--- src/design/crcpr_pkg.sv ---
// shared types, codes and crc helpers for the framed packet receiver
// no dependencies; imported by crc_framed_packet_receiver
package crcpr_pkg;

    localparam int unsigned BYTE_W       = 8;
    localparam int unsigned CRC_W        = 16;
    localparam int unsigned CFG_IDX_W    = 3;
    localparam int unsigned CFG_DATA_W   = 16;
    localparam int unsigned OUT_TDATA_W  = 80;
    localparam int unsigned OUT_PAD_W    = 5;

    typedef logic [BYTE_W-1:0] t_byte;
    typedef logic [CRC_W-1:0]  t_crc;

    // frame constants
    localparam t_byte MARK_FIRST  = 8'hAA;
    localparam t_byte MARK_SECOND = 8'h55;
    localparam t_byte TYPE_MIN    = 8'h01;
    localparam t_byte TYPE_MAX    = 8'h06;

    // register reset values
    localparam t_byte    RST_MAX_ARGS    = 8'd8;
    localparam t_byte    RST_MAX_PAYLOAD = 8'd64;
    localparam t_crc     RST_TIMEOUT     = 16'd100;
    localparam t_crc     RST_CRC_POLY    = 16'h8005;
    localparam t_crc     RST_CRC_INIT    = 16'h0000;
    localparam t_crc     RST_CRC_XOROUT  = 16'h0000;
    localparam logic [1:0] RST_CRC_REFLECT = 2'b00;

    localparam t_crc TICKS_SAT = 16'hFFFF;

    // request kinds on the input side
    localparam logic REQ_BYTE = 1'b0;
    localparam logic REQ_TICK = 1'b1;

    typedef enum logic [CFG_IDX_W-1:0] {
        CFG_MAX_ARGS    = 3'd0,
        CFG_MAX_PAYLOAD = 3'd1,
        CFG_TIMEOUT     = 3'd2,
        CFG_CRC_POLY    = 3'd3,
        CFG_CRC_INIT    = 3'd4,
        CFG_CRC_XOROUT  = 3'd5,
        CFG_CRC_REFLECT = 3'd6
    } t_cfg_idx;

    typedef enum logic [2:0] {
        ST_OK         = 3'd0,
        ST_BAD_MARKER = 3'd1,
        ST_MANY_ARGS  = 3'd2,
        ST_BAD_TYPE   = 3'd3,
        ST_LONG_PAY   = 3'd4,
        ST_CRC_ERR    = 3'd5,
        ST_TIMEOUT    = 3'd6
    } t_status;

    typedef enum logic [1:0] {
        KIND_TYPE    = 2'd0,
        KIND_PAYLOAD = 2'd1,
        KIND_DONE    = 2'd2
    } t_kind;

    typedef struct packed {
        t_kind   kind;
        t_crc    crc_computed;
        t_crc    crc_received;
        t_byte   pay_len;
        t_byte   arg_count;
        t_byte   command;
        t_status status;
        t_byte   position;
        t_byte   value;
    } t_result;

    function automatic t_byte reflect8(input t_byte v);
        t_byte r;
        for (int i = 0; i < BYTE_W; i++) begin
            r[i] = v[BYTE_W-1-i];
        end
        return r;
    endfunction

    function automatic t_crc reflect16(input t_crc v);
        t_crc r;
        for (int i = 0; i < CRC_W; i++) begin
            r[i] = v[CRC_W-1-i];
        end
        return r;
    endfunction

    // one byte through the msb-first crc shift register
    function automatic t_crc crc_absorb(input t_crc crc, input t_byte data,
                                        input t_crc poly, input logic refl_in);
        t_crc  c;
        t_byte d;
        d = refl_in ? reflect8(data) : data;
        c = crc ^ {d, 8'h00};
        for (int i = 0; i < BYTE_W; i++) begin
            c = c[CRC_W-1] ? ({c[CRC_W-2:0], 1'b0} ^ poly) : {c[CRC_W-2:0], 1'b0};
        end
        return c;
    endfunction

    function automatic t_crc crc_final(input t_crc crc, input t_crc xorout,
                                       input logic refl_out);
        t_crc c;
        c = refl_out ? reflect16(crc) : crc;
        return c ^ xorout;
    endfunction

endpackage

--- src/design/crc_framed_packet_receiver.sv ---
// framed packet receiver: parses AA 55 framed packets a byte per request
// depends on crcpr_pkg (types, codes, crc helpers)
//
// usage
//  - input stream (s_axis_*): one request per handshake; tuser 0 carries a
//    received byte in tdata, tuser 1 is a timer tick (tdata ignored)
//  - output stream (m_axis_*): argument type bytes, payload bytes and one
//    frame-finished result with a status; tuser holds the result kind
//  - config channel (i_cfg_*): register index and write data, always ready,
//    meant to be used while no request is in flight
//  - each request is decoded in the cycle it is accepted; its result is
//    registered in the output register, or in the skid while one waits
//  - throughput is one request per cycle while the skid is empty; the byte-wide crc update is a
//    single unrolled 8-step shift, the second marker byte uses a crc value
//    pre-absorbed over the first marker from the current init setting
//  - a skid register behind the output register keeps the input open for
//    one more request while a result waits; s_axis_tready is low while the
//    skid holds a result and comes back the cycle after the next pop
//  - reset (synchronous, active low) returns to idle with default settings
//    and empties the output side
module crc_framed_packet_receiver
    import crcpr_pkg::*;
(
    input  logic                  i_clk,
    input  logic                  i_rst_n,
    // input stream
    input  logic                  s_axis_tvalid,
    output logic                  s_axis_tready,
    input  logic [BYTE_W-1:0]     s_axis_tdata,   // rx_byte[7:0]
    input  logic [0:0]            s_axis_tuser,   // req_type[0]
    // output stream
    output logic                  m_axis_tvalid,
    input  logic                  m_axis_tready,
    // value[7:0], position[15:8], status[18:16], command[26:19],
    // arg_count[34:27], pay_len[42:35], crc_received[58:43],
    // crc_computed[74:59], zero[79:75]
    output logic [OUT_TDATA_W-1:0] m_axis_tdata,
    output logic [1:0]            m_axis_tuser,   // kind[1:0]
    // config writes
    input  logic                  i_cfg_valid,
    output logic                  o_cfg_ready,
    input  logic [CFG_IDX_W-1:0]  i_cfg_index,
    input  logic [CFG_DATA_W-1:0] i_cfg_data
);

    typedef enum logic [3:0] {
        PH_IDLE    = 4'd0,
        PH_MARK2   = 4'd1,
        PH_CMD     = 4'd2,
        PH_COUNT   = 4'd3,
        PH_TYPES   = 4'd4,
        PH_LEN     = 4'd5,
        PH_PAYLOAD = 4'd6,
        PH_CRC_HI  = 4'd7,
        PH_CRC_LO  = 4'd8
    } t_phase;

    // configuration
    t_byte      r_max_args, n_max_args;
    t_byte      r_max_payload, n_max_payload;
    t_crc       r_timeout, n_timeout;
    t_crc       r_crc_poly, n_crc_poly;
    t_crc       r_crc_init, n_crc_init;
    t_crc       r_crc_xorout, n_crc_xorout;
    logic [1:0] r_crc_reflect, n_crc_reflect;
    t_crc       r_crc_aa;     // init already run over the first marker

    // frame state
    t_phase r_phase, n_phase;
    t_byte  r_first_marker, n_first_marker;
    t_crc   r_crc, n_crc;
    t_byte  r_cmd, n_cmd;
    t_byte  r_count, n_count;
    t_byte  r_length, n_length;
    t_byte  r_index, n_index;
    t_byte  r_crc_hi, n_crc_hi;
    t_crc   r_idle_ticks, n_idle_ticks;

    // output register and skid
    logic    r_out_valid, n_out_valid;
    t_result r_out, n_out;
    logic    r_skid_valid, n_skid_valid;
    t_result r_skid, n_skid;

    logic    accept;
    logic    pop;
    logic    res_valid;
    t_result res;
    t_byte   rx;
    t_byte   index_inc;
    t_crc    ticks_inc;
    t_crc    crc_rx;
    t_crc    crc_calc;

    assign o_cfg_ready   = 1'b1;
    assign s_axis_tready = ~r_skid_valid;
    assign accept        = s_axis_tvalid & s_axis_tready;
    assign pop           = r_out_valid & m_axis_tready;
    assign rx            = s_axis_tdata;
    assign index_inc     = r_index + 8'd1;
    assign ticks_inc     = (r_idle_ticks != TICKS_SAT) ? r_idle_ticks + 16'd1 : r_idle_ticks;
    assign crc_rx        = {r_crc_hi, rx};
    assign crc_calc      = crc_final(r_crc, r_crc_xorout, r_crc_reflect[1]);

    assign m_axis_tvalid = r_out_valid;
    assign m_axis_tuser  = r_out.kind;
    assign m_axis_tdata  = {{OUT_PAD_W{1'b0}}, r_out.crc_computed, r_out.crc_received,
                            r_out.pay_len, r_out.arg_count, r_out.command,
                            r_out.status, r_out.position, r_out.value};

    // register writes
    always_comb begin
        n_max_args    = r_max_args;
        n_max_payload = r_max_payload;
        n_timeout     = r_timeout;
        n_crc_poly    = r_crc_poly;
        n_crc_init    = r_crc_init;
        n_crc_xorout  = r_crc_xorout;
        n_crc_reflect = r_crc_reflect;
        if (i_cfg_valid) begin
            unique case (t_cfg_idx'(i_cfg_index))
                CFG_MAX_ARGS:    n_max_args    = i_cfg_data[BYTE_W-1:0];
                CFG_MAX_PAYLOAD: n_max_payload = i_cfg_data[BYTE_W-1:0];
                CFG_TIMEOUT:     n_timeout     = i_cfg_data;
                CFG_CRC_POLY:    n_crc_poly    = i_cfg_data;
                CFG_CRC_INIT:    n_crc_init    = i_cfg_data;
                CFG_CRC_XOROUT:  n_crc_xorout  = i_cfg_data;
                CFG_CRC_REFLECT: n_crc_reflect = i_cfg_data[1:0];
                default: ;  // index beyond the register list is dropped
            endcase
        end
    end

    // frame parser: one request per cycle while s_axis_tready is high
    always_comb begin
        n_phase        = r_phase;
        n_first_marker = r_first_marker;
        n_crc          = r_crc;
        n_cmd          = r_cmd;
        n_count        = r_count;
        n_length       = r_length;
        n_index        = r_index;
        n_crc_hi       = r_crc_hi;
        n_idle_ticks   = r_idle_ticks;
        res_valid      = 1'b0;
        res            = '0;
        res.kind       = KIND_DONE;
        res.status     = ST_OK;

        if (accept) begin
            if (s_axis_tuser[0] == REQ_TICK) begin
                // ticks only count inside a frame
                if (r_phase != PH_IDLE) begin
                    n_idle_ticks = ticks_inc;
                    if (ticks_inc >= r_timeout) begin
                        res_valid    = 1'b1;
                        res.status   = ST_TIMEOUT;
                        n_phase      = PH_IDLE;
                        n_idle_ticks = '0;
                    end
                end
            end else begin
                n_idle_ticks = '0;
                unique case (r_phase)
                    PH_IDLE: begin
                        // any byte opens a frame
                        n_first_marker = rx;
                        n_cmd          = '0;
                        n_count        = '0;
                        n_length       = '0;
                        n_index        = '0;
                        n_crc_hi       = '0;
                        n_crc          = r_crc_init;
                        n_phase        = PH_MARK2;
                    end
                    PH_MARK2: begin
                        if (r_first_marker != MARK_FIRST || rx != MARK_SECOND) begin
                            res_valid  = 1'b1;
                            res.status = ST_BAD_MARKER;
                            n_phase    = PH_IDLE;
                        end else begin
                            n_crc   = crc_absorb(r_crc_aa, MARK_SECOND, r_crc_poly,
                                                 r_crc_reflect[0]);
                            n_phase = PH_CMD;
                        end
                    end
                    PH_CMD: begin
                        n_cmd   = rx;
                        n_crc   = crc_absorb(r_crc, rx, r_crc_poly, r_crc_reflect[0]);
                        n_phase = PH_COUNT;
                    end
                    PH_COUNT: begin
                        n_count = rx;
                        n_crc   = crc_absorb(r_crc, rx, r_crc_poly, r_crc_reflect[0]);
                        if (rx > r_max_args) begin
                            res_valid  = 1'b1;
                            res.status = ST_MANY_ARGS;
                            n_phase    = PH_IDLE;
                        end else begin
                            n_index = '0;
                            n_phase = (rx == '0) ? PH_LEN : PH_TYPES;
                        end
                    end
                    PH_TYPES: begin
                        if (rx < TYPE_MIN || rx > TYPE_MAX) begin
                            res_valid  = 1'b1;
                            res.status = ST_BAD_TYPE;
                            n_phase    = PH_IDLE;
                        end else begin
                            n_crc        = crc_absorb(r_crc, rx, r_crc_poly, r_crc_reflect[0]);
                            res_valid    = 1'b1;
                            res.kind     = KIND_TYPE;
                            res.value    = rx;
                            res.position = r_index;
                            n_index      = index_inc;
                            if (index_inc >= r_count) begin
                                n_phase = PH_LEN;
                            end
                        end
                    end
                    PH_LEN: begin
                        n_length = rx;
                        n_crc    = crc_absorb(r_crc, rx, r_crc_poly, r_crc_reflect[0]);
                        if (rx > r_max_payload) begin
                            res_valid  = 1'b1;
                            res.status = ST_LONG_PAY;
                            n_phase    = PH_IDLE;
                        end else begin
                            n_index = '0;
                            n_phase = (rx == '0) ? PH_CRC_HI : PH_PAYLOAD;
                        end
                    end
                    PH_PAYLOAD: begin
                        n_crc        = crc_absorb(r_crc, rx, r_crc_poly, r_crc_reflect[0]);
                        res_valid    = 1'b1;
                        res.kind     = KIND_PAYLOAD;
                        res.value    = rx;
                        res.position = r_index;
                        n_index      = index_inc;
                        if (index_inc >= r_length) begin
                            n_phase = PH_CRC_HI;
                        end
                    end
                    PH_CRC_HI: begin
                        n_crc_hi = rx;
                        n_phase  = PH_CRC_LO;
                    end
                    PH_CRC_LO: begin
                        res_valid        = 1'b1;
                        res.status       = (crc_rx == crc_calc) ? ST_OK : ST_CRC_ERR;
                        res.crc_received = crc_rx;
                        res.crc_computed = crc_calc;
                        n_phase          = PH_IDLE;
                    end
                    default: begin
                        n_phase = PH_IDLE;
                    end
                endcase
            end
        end

        // frame header fields reflect this request's updates
        res.command   = n_cmd;
        res.arg_count = n_count;
        res.pay_len   = n_length;
    end

    // output register with skid
    always_comb begin
        n_out_valid  = r_out_valid;
        n_out        = r_out;
        n_skid_valid = r_skid_valid;
        n_skid       = r_skid;
        if (pop) begin
            n_out_valid = r_skid_valid;
            n_out       = r_skid;
            n_skid_valid = 1'b0;
        end
        if (res_valid) begin
            if (!r_out_valid || pop) begin
                n_out_valid = 1'b1;
                n_out       = res;
            end else begin
                n_skid_valid = 1'b1;
                n_skid       = res;
            end
        end
    end

    always_ff @(posedge i_clk) begin
        if (!i_rst_n) begin
            r_max_args     <= RST_MAX_ARGS;
            r_max_payload  <= RST_MAX_PAYLOAD;
            r_timeout      <= RST_TIMEOUT;
            r_crc_poly     <= RST_CRC_POLY;
            r_crc_init     <= RST_CRC_INIT;
            r_crc_xorout   <= RST_CRC_XOROUT;
            r_crc_reflect  <= RST_CRC_REFLECT;
            r_crc_aa       <= crc_absorb(RST_CRC_INIT, MARK_FIRST, RST_CRC_POLY,
                                         RST_CRC_REFLECT[0]);
            r_phase        <= PH_IDLE;
            r_first_marker <= '0;
            r_crc          <= '0;
            r_cmd          <= '0;
            r_count        <= '0;
            r_length       <= '0;
            r_index        <= '0;
            r_crc_hi       <= '0;
            r_idle_ticks   <= '0;
            r_out_valid    <= 1'b0;
            r_skid_valid   <= 1'b0;
        end else begin
            r_max_args     <= n_max_args;
            r_max_payload  <= n_max_payload;
            r_timeout      <= n_timeout;
            r_crc_poly     <= n_crc_poly;
            r_crc_init     <= n_crc_init;
            r_crc_xorout   <= n_crc_xorout;
            r_crc_reflect  <= n_crc_reflect;
            // tracks the settings as they are written
            r_crc_aa       <= crc_absorb(n_crc_init, MARK_FIRST, n_crc_poly,
                                         n_crc_reflect[0]);
            r_phase        <= n_phase;
            r_first_marker <= n_first_marker;
            r_crc          <= n_crc;
            r_cmd          <= n_cmd;
            r_count        <= n_count;
            r_length       <= n_length;
            r_index        <= n_index;
            r_crc_hi       <= n_crc_hi;
            r_idle_ticks   <= n_idle_ticks;
            r_out_valid    <= n_out_valid;
            r_skid_valid   <= n_skid_valid;
        end
        r_out  <= n_out;
        r_skid <= n_skid;
    end

endmodule
--- config.mk ---
export PLATFORM = sky130hd
export DESIGN_NAME = crc_framed_packet_receiver
export DESIGN_NICKNAME = d
export VERILOG_FILES = /design/src/design/crcpr_pkg.sv /design/src/design/crc_framed_packet_receiver.sv
export SDC_FILE = /design/constraint.sdc
export NUM_CORES = 1
export LEC_CHECK = 0
export BUFFER_PORTS_ARGS = -buffer_cell sky130_fd_sc_hd__buf_2
export CAP_MARGIN = 10
export CORE_MARGIN = 2
export CORE_UTILIZATION = 55
export CTS_BUF_LIST = sky130_fd_sc_hd__clkbuf_2 sky130_fd_sc_hd__clkbuf_4 sky130_fd_sc_hd__clkbuf_8
export CTS_CLUSTER_SIZE = 20
export DETAILED_ROUTE_END_ITERATION = 10
export GPL_ROUTABILITY_DRIVEN = 0
export PLACE_DENSITY_LB_ADDON = 0.1
export SYNTH_ARGS = -nofsm -noshare
export SYNTH_HDL_FRONTEND = slang
export SYNTH_SLANG_ARGS = --single-unit
--- constraint.sdc ---
create_clock -name i_clk -period 10.4 [get_ports i_clk]
set_input_delay 1.56 -clock i_clk [delete_from_list [all_inputs] [get_ports i_clk]]
set_output_delay 1.56 -clock i_clk [all_outputs]
set_load 0.01 [all_outputs]
==> results of run 1 <==
-- final timing paths --
check,slack (ns),to,startpoint
worst min-delay path,0.47,r_max_payload[5],r_max_payload[5]
worst min register to register,0.47,r_max_payload[5],r_max_payload[5]
worst max-delay path,3.21,r_crc_aa[6],i_cfg_index[0]
worst max register to register,4.27,m_axis_tdata[62],r_idle_ticks[3]
-- power by group through the flow --
stage                     Sequential (mW)  Clock (mW)  Combinational (mW)
after floorplan                      1.56           0                1.26
after global placement               1.55           0                1.62
after detailed placement             1.55           0                1.65
after CTS                            1.52        1.24                1.66
after global routing                 1.54        1.30                1.83
final                                1.53        1.22                1.68
-- cell usage after synthesis, drive strengths merged (7+ instances only) --
cell and count:
nand3b 8, a22o 11, a21boi 78, a221oi 9
o221a 7, a22oi 14, buf 33, a21oi 143
mux2i 164, xnor3 20, a211oi 16, nor3 31
or2 9, o21ai 87, a21o 20, nor2 236
mux2 19, edfxtp 77, xnor2 276, nor4 17
xor2 64, a32o 10, nand2b 13, a32oi 18
nand4 17, and2 39, dfxtp 261, nand2 369
o211ai 10, nor2b 65, or3 16, nand3 72
and3 39, o21a 10, inv 65, ha 50
clkbuf 172, a31oi 7
-- logic make-up after synthesis --
group	after synthesis	share of synthesized area, %
adder cells (fa/ha/maj)	50	2.78
AO/OA/AOI/OAI	500	15.2
multiplexers	183	8.47
XOR/XNOR	362	15.6
flip-flops	338	33.5
other	2	0.0334
buffers and inverters	272	4.81
AND/OR/NAND/NOR	954	19.6
-- sequential cells by signal, summed over array words and instances (netlist names), 2 cells and up --
register / flops
m_axis_tuser: 2
r_crc_init: 16
r_count: 8
r_skid: 77
r_cmd: 8
r_length: 8
r_crc_aa: 16
r_index: 8
r_crc_poly: 16
r_max_args: 8
r_crc: 16
r_crc_reflect: 2
r_timeout: 16
r_idle_ticks: 16
r_phase: 4
r_first_marker: 8
r_max_payload: 8
r_crc_hi: 8
m_axis_tdata: 75
r_crc_xorout: 16
-- cell type report --
cell class	instances	area, sq um	area share [%]
multi-input cells	2055	13900	57.0
clock inverters	24	134	0.549
well taps	532	666	2.73
diodes	1	2.50	0.0103
inverters	67	251	1.03
flip-flops and latches	338	7540	30.9
clock buffers	83	1050	4.32
repair buffers	151	858	3.52
-- stage by stage --
stage               power (mW)  setup slack (ns)
floorplan                 2.82              3.02
global placement          3.17              2.56
detailed placement        3.21              2.17
CTS                       4.42              2.84
global route              4.67              2.92
finish                    4.43              3.21
-- per-layer routing --
metal	track usage (%)	vias up	part of all wire, %
met5	0	-	0.021
met1	40.9	9091	46
met4	8.78	2	2.5
met3	4.07	118	7.2
li1	-	9195	-
met2	44.6	691	44
-- critical path, cell delays in order --
cell and delay, ns:
buf_2 0.13, and4bb_1 1.07, mux2_4 0.43, mux2i_1 0.26, xor2_1 0.52, o21ai_0 0.24
a2111oi_1 0.54, a211oi_1 0.18, o21ai_1 0.30, xor2_1 0.82, mux2i_2 0.60, a22oi_1 0.20
o22a_1 0.26, xnor2_1 0.21, mux2_2 0.37
-- cell usage in the layout (no fill, tap or decap), drive strengths merged, types with 11 or more instances in the layout --
cell	count
a21oi	143
a22o	11
clkbuf	84
mux2	19
buf	150
a211oi	16
clkinv	24
xnor2	276
mux2i	164
nand4	17
nor2	236
ha	50
a32oi	18
xor2	64
nand3	72
a21boi	78
and3	39
nand2b	13
edfxtp	77
nor2b	65
o21ai	87
nor4	17
xnor3	20
inv	66
nor3	31
a21o	20
or3	16
and2	39
a22oi	14
dfxtp	261
nand2	369
==> impl_metrics.yaml, run 1 <==
cts:
  cts_num_sinks: 338
  cts_resized: 0
  hold_buffers: 0
  clk_pin_slew_ns: 0.06
  clock_latency_ns: 0.65
  cts_buffers: 57
  h-tree-depth: 2
  cts_tree: "yes"
  cts.path.max_buffers: 3
  root_buffer: "clkbuf_8"
  post_cts_buffers: 0
layout:
  finalInstanceArea_sq_um: 24400
  nets: 2753
  layout-drive-gt1-share_pct: 11.1
  final_util_pct: 60.2
  num-fill-cells: 3642
  layoutNonFillerInstCount: 3251
  area_growth_pct: 8.61
power:
  pwr-share-seq_pct: 34.5
  switchingPower_mw: 1.60
  ir_worst_vdd_uv: 92.7
  leakagePower_nw: 9.85
  p_int_mw: 2.82
  combinationalPowerShare_pct: 38.0
  switching_share_pct: 36.2
  clock_power_share_pct: 27.5
  power_density_nw_per_um2: 181
critical_path:
  cp.required_ns: 10.92
  critPathMaxFanout: 18
  crit_arrival_ns: 7.71
  startpoint_type: "input port"
  crit_type: "input port to flop"
  r2r_cells: 23
  crit_path_end_kind: "flop"
logic_synthesis:
  synthDistinctLibCells: 90
  synth-seq-cells: 338
  async_reset_ff_share_pct: 0
  syn_area_sq_um: 22500
  syn_inst: 2661
  yosysSeqAreaShare_pct: 33.5
  yosys-top-cells-area: "dfxtp_1 23%, xnor2_1 11%, edfxtp_1 10%"
  synth_edf_count: 77
  synth.top_cell.area_share_pct: 23.3
  yosys.area.top_type: "dfxtp_1"
  yosys_warnings: 0
  syn_area_per_cell_sq_um: 8.44
  yosys_most_used_dff: "dfxtp_1"
timing:
  period_needed_ns: 7.19
  fmax_mhz: 139
  slew_viol_final: 0
  maxSlewHeadroom_pct: 17.5
  hold_violations: 0
  period_share_pct: 69.1
  setup-violations-final: 0
  finalSetupTns_ns: 0
  hold_slack_ns: 0.467
  rsz0062_at_grt: "no"
  clock_skew_ns: 0.0231
  tightest_slew_ns: 1.23
placement:
  portBuffers: 111
  placed_area_sq_um: 23200
  post-place-cells: 3140
  dpl.hpwl_microns: 42700
floorplanning:
  core-area_sq_um: 40600
  die_h_microns: 206
  dieArea_sq_um: 42500
  dieWidth_microns: 206
  io_pins: 118
  start_util_pct: 55.4
  rows: 74
detailed_routing:
  routed_via_density: 5.87
  ant_nets: 0
  post-route-drc-count: 0
  num_vias: 19100
  wl_per_cell_microns: 19.0
  drtIter0Drc: 1534
  drt-total-wl_microns: 61900
  drtPass1Iterations: 5
hold_path:
  min_path_type: "flop to flop"
  min_path_cells: 2
global_route:
  grt_pass1_vias: 17700
  grtUsageTotal_pct: 28.6
  grt_first_pass_wirelength_microns: 96600
  grt_max_degree: 118
  antenna_found_initial: 1
  overflow: 0
flow_run:
  max_cap_violations: 0
outcome:
  outcome: "complete, no violations"
Note: power is estimated with default switching activity, not from simulation.
==> run 2, diff against run 1 <==
==> constraint.sdc (replaced) <==
create_clock -name i_clk -period 7.1 [get_ports i_clk]
set_input_delay 1.065 -clock i_clk [delete_from_list [all_inputs] [get_ports i_clk]]
set_output_delay 1.065 -clock i_clk [all_outputs]
set_load 0.01 [all_outputs]
==> impl_metrics.yaml, run 2 (synthesis results as in run 1) <==
layout:
  final_util_pct: 60.6
  top_register: "r_skid"
  layout-drive-gt1-share_pct: 11.7
  largest_reg_flops: 77
  area_growth_pct: 9.34
  final_common_cell: "nand2_1"
  layoutNonFillerInstCount: 3265
  finalInstanceArea_sq_um: 24600
  nets: 2770
  mostFrequentLayoutCells: "368 x nand2_1, 275 x xnor2_1, 261 x dfxtp_1, 234 x nor2_1, 159 x mux2i_1"
timing:
  slew_viol_final: 0
  rsz0062_at_grt: "no"
  finalSetupTns_ns: 0
  period_share_pct: 80.6
  clock_skew_ns: 0.0363
  maxSlewHeadroom_pct: 16.6
  setup-violations-final: 0
  tightest_slew_ns: 1.25
  hold_slack_ns: 0.468
  worst_slack_ns: 1.38
  fmax_mhz: 175
  hold_violations: 0
  period_needed_ns: 5.72
cts:
  root_buffer: "clkbuf_8"
  clock_latency_ns: 0.66
  cts_num_sinks: 338
  post_cts_buffers: 0
  clk_pin_slew_ns: 0.08
  cts_resized: 0
  h-tree-depth: 2
  cts_buffers: 56
  cts.path.max_buffers: 3
  cts_tree: "yes"
  hold_buffers: 0
critical_path:
  crit_chain: "buf_4, mux2i_1, xor2_1, inv_1, or4_1, and2_1, xnor3_1, a211o_1, a21oi_2, xor3_1, or3_1, a21boi_1, xor3_1, nand2_1, a21oi_1"
  crit_path_end_kind: "flop"
  cp_common_cell: "xor3_1"
  startpoint_type: "flop"
  critical_path_buf_inv_count: 2
  crit_path_max_incr_delay_ns: 0.67
  crit_type: "flop to flop"
  critPathMaxFanout: 16
  crit_arrival_ns: 6.25
  crit_slowest_cell: "or4_1"
  path_delay_family: "simple AND/OR/NAND/NOR gates"
  cp.required_ns: 7.63
hold_path:
  min_path_type: "flop to flop"
detailed_routing:
  post-route-drc-count: 0
  ant_nets: 0
  drtIter0Drc: 1645
  drt-total-wl_microns: 63600
  num_vias: 19200
  routed_via_density: 5.88
  wl_per_cell_microns: 19.5
  drtPass1Iterations: 6
floorplanning:
  rows: 74
  start_util_pct: 55.4
  core-area_sq_um: 40600
  io_pins: 118
  die_h_microns: 206
  dieArea_sq_um: 42500
  dieWidth_microns: 206
global_route:
  overflow: 0
  grt_max_degree: 108
  grt_first_pass_wirelength_microns: 99300
  antenna_found_initial: 0
  grtUsageTotal_pct: 29.7
  grt_pass1_vias: 17900
outcome:
  outcome: "complete, no violations"
power:
  power_density_nw_per_um2: 266
  switching_share_pct: 35.8
  switchingPower_mw: 2.34
  combinationalPowerShare_pct: 37.8
  pwr-share-seq_pct: 34.2
  leakagePower_nw: 9.92
  p_int_mw: 4.21
  ir_worst_vdd_uv: 193
  p_total_mw: 6.55
  clock_power_share_pct: 28.0
flow_run:
  max_cap_violations: 0
placement:
  post-place-cells: 3160
  post-place-ws_ns: 1.00
  portBuffers: 111
  dpl.hpwl_microns: 44000
  placed_area_sq_um: 23400
-- run 2: cell types whose count changed in the layout (fill, tap and decap cells not counted), moves of 2 or more --
| cell | previous run | this run |
|---|---|---|
| buf_12 | 0 | 2 |
| buf_4 | 40 | 57 |
| bufinv_16 | 0 | 3 |
| clkbuf_4 | 15 | 20 |
| clkbuf_8 | 69 | 62 |
| clkinv_1 | 11 | 8 |
| clkinv_2 | 12 | 8 |
-- run 2: worst min-delay path, delay by kind of cell, from the launching register on --
family / cells / cell delay, ns
AOI/OAI and AO/OA: 1 / 0.06
DFF: 1 / 0.30
and+or+nand+nor: 1 / 0.05
-- run 2: cell type report --
class | count | area (sq um)
flip-flops and latches | 338 | 7540
well taps | 532 | 666
inverters | 67 | 251
fillers | 3628 | 16000
multi-input cells | 2055 | 13900
clock buffers | 82 | 1000
repair buffers | 169 | 1020
clock inverters | 21 | 188
diodes | 1 | 2.50
-- run 2: worst paths after layout --
check / from / end / slack, ns / cells past startpoint
max: r_crc_reflect[0] / r_crc[3] / 1.38 / 15
min: r_max_args[5] / r_max_args[5] / 0.47 / 2
min reg2reg: r_max_args[5] / r_max_args[5] / 0.47 / 2
max reg2reg: r_crc_reflect[0] / r_crc[3] / 1.38 / 15
-- run 2: power by group through the flow --
stage / Clock (mW) / Combinational (mW) / Sequential (mW)
after floorplan: 0 / 1.85 / 2.28
after global placement: 0 / 2.38 / 2.27
after detailed placement: 0 / 2.43 / 2.28
after CTS: 1.86 / 2.44 / 2.24
after global routing: 1.95 / 2.70 / 2.26
final: 1.83 / 2.47 / 2.24
-- run 2: routing by layer --
metal	up-vias	track usage (%)	share of wire [%]
li1	9217	-	-
met1	9135	43.8	46
met2	727	44.7	44
met3	115	3.86	7.4
met4	0	9.92	2.6
met5	-	0	0
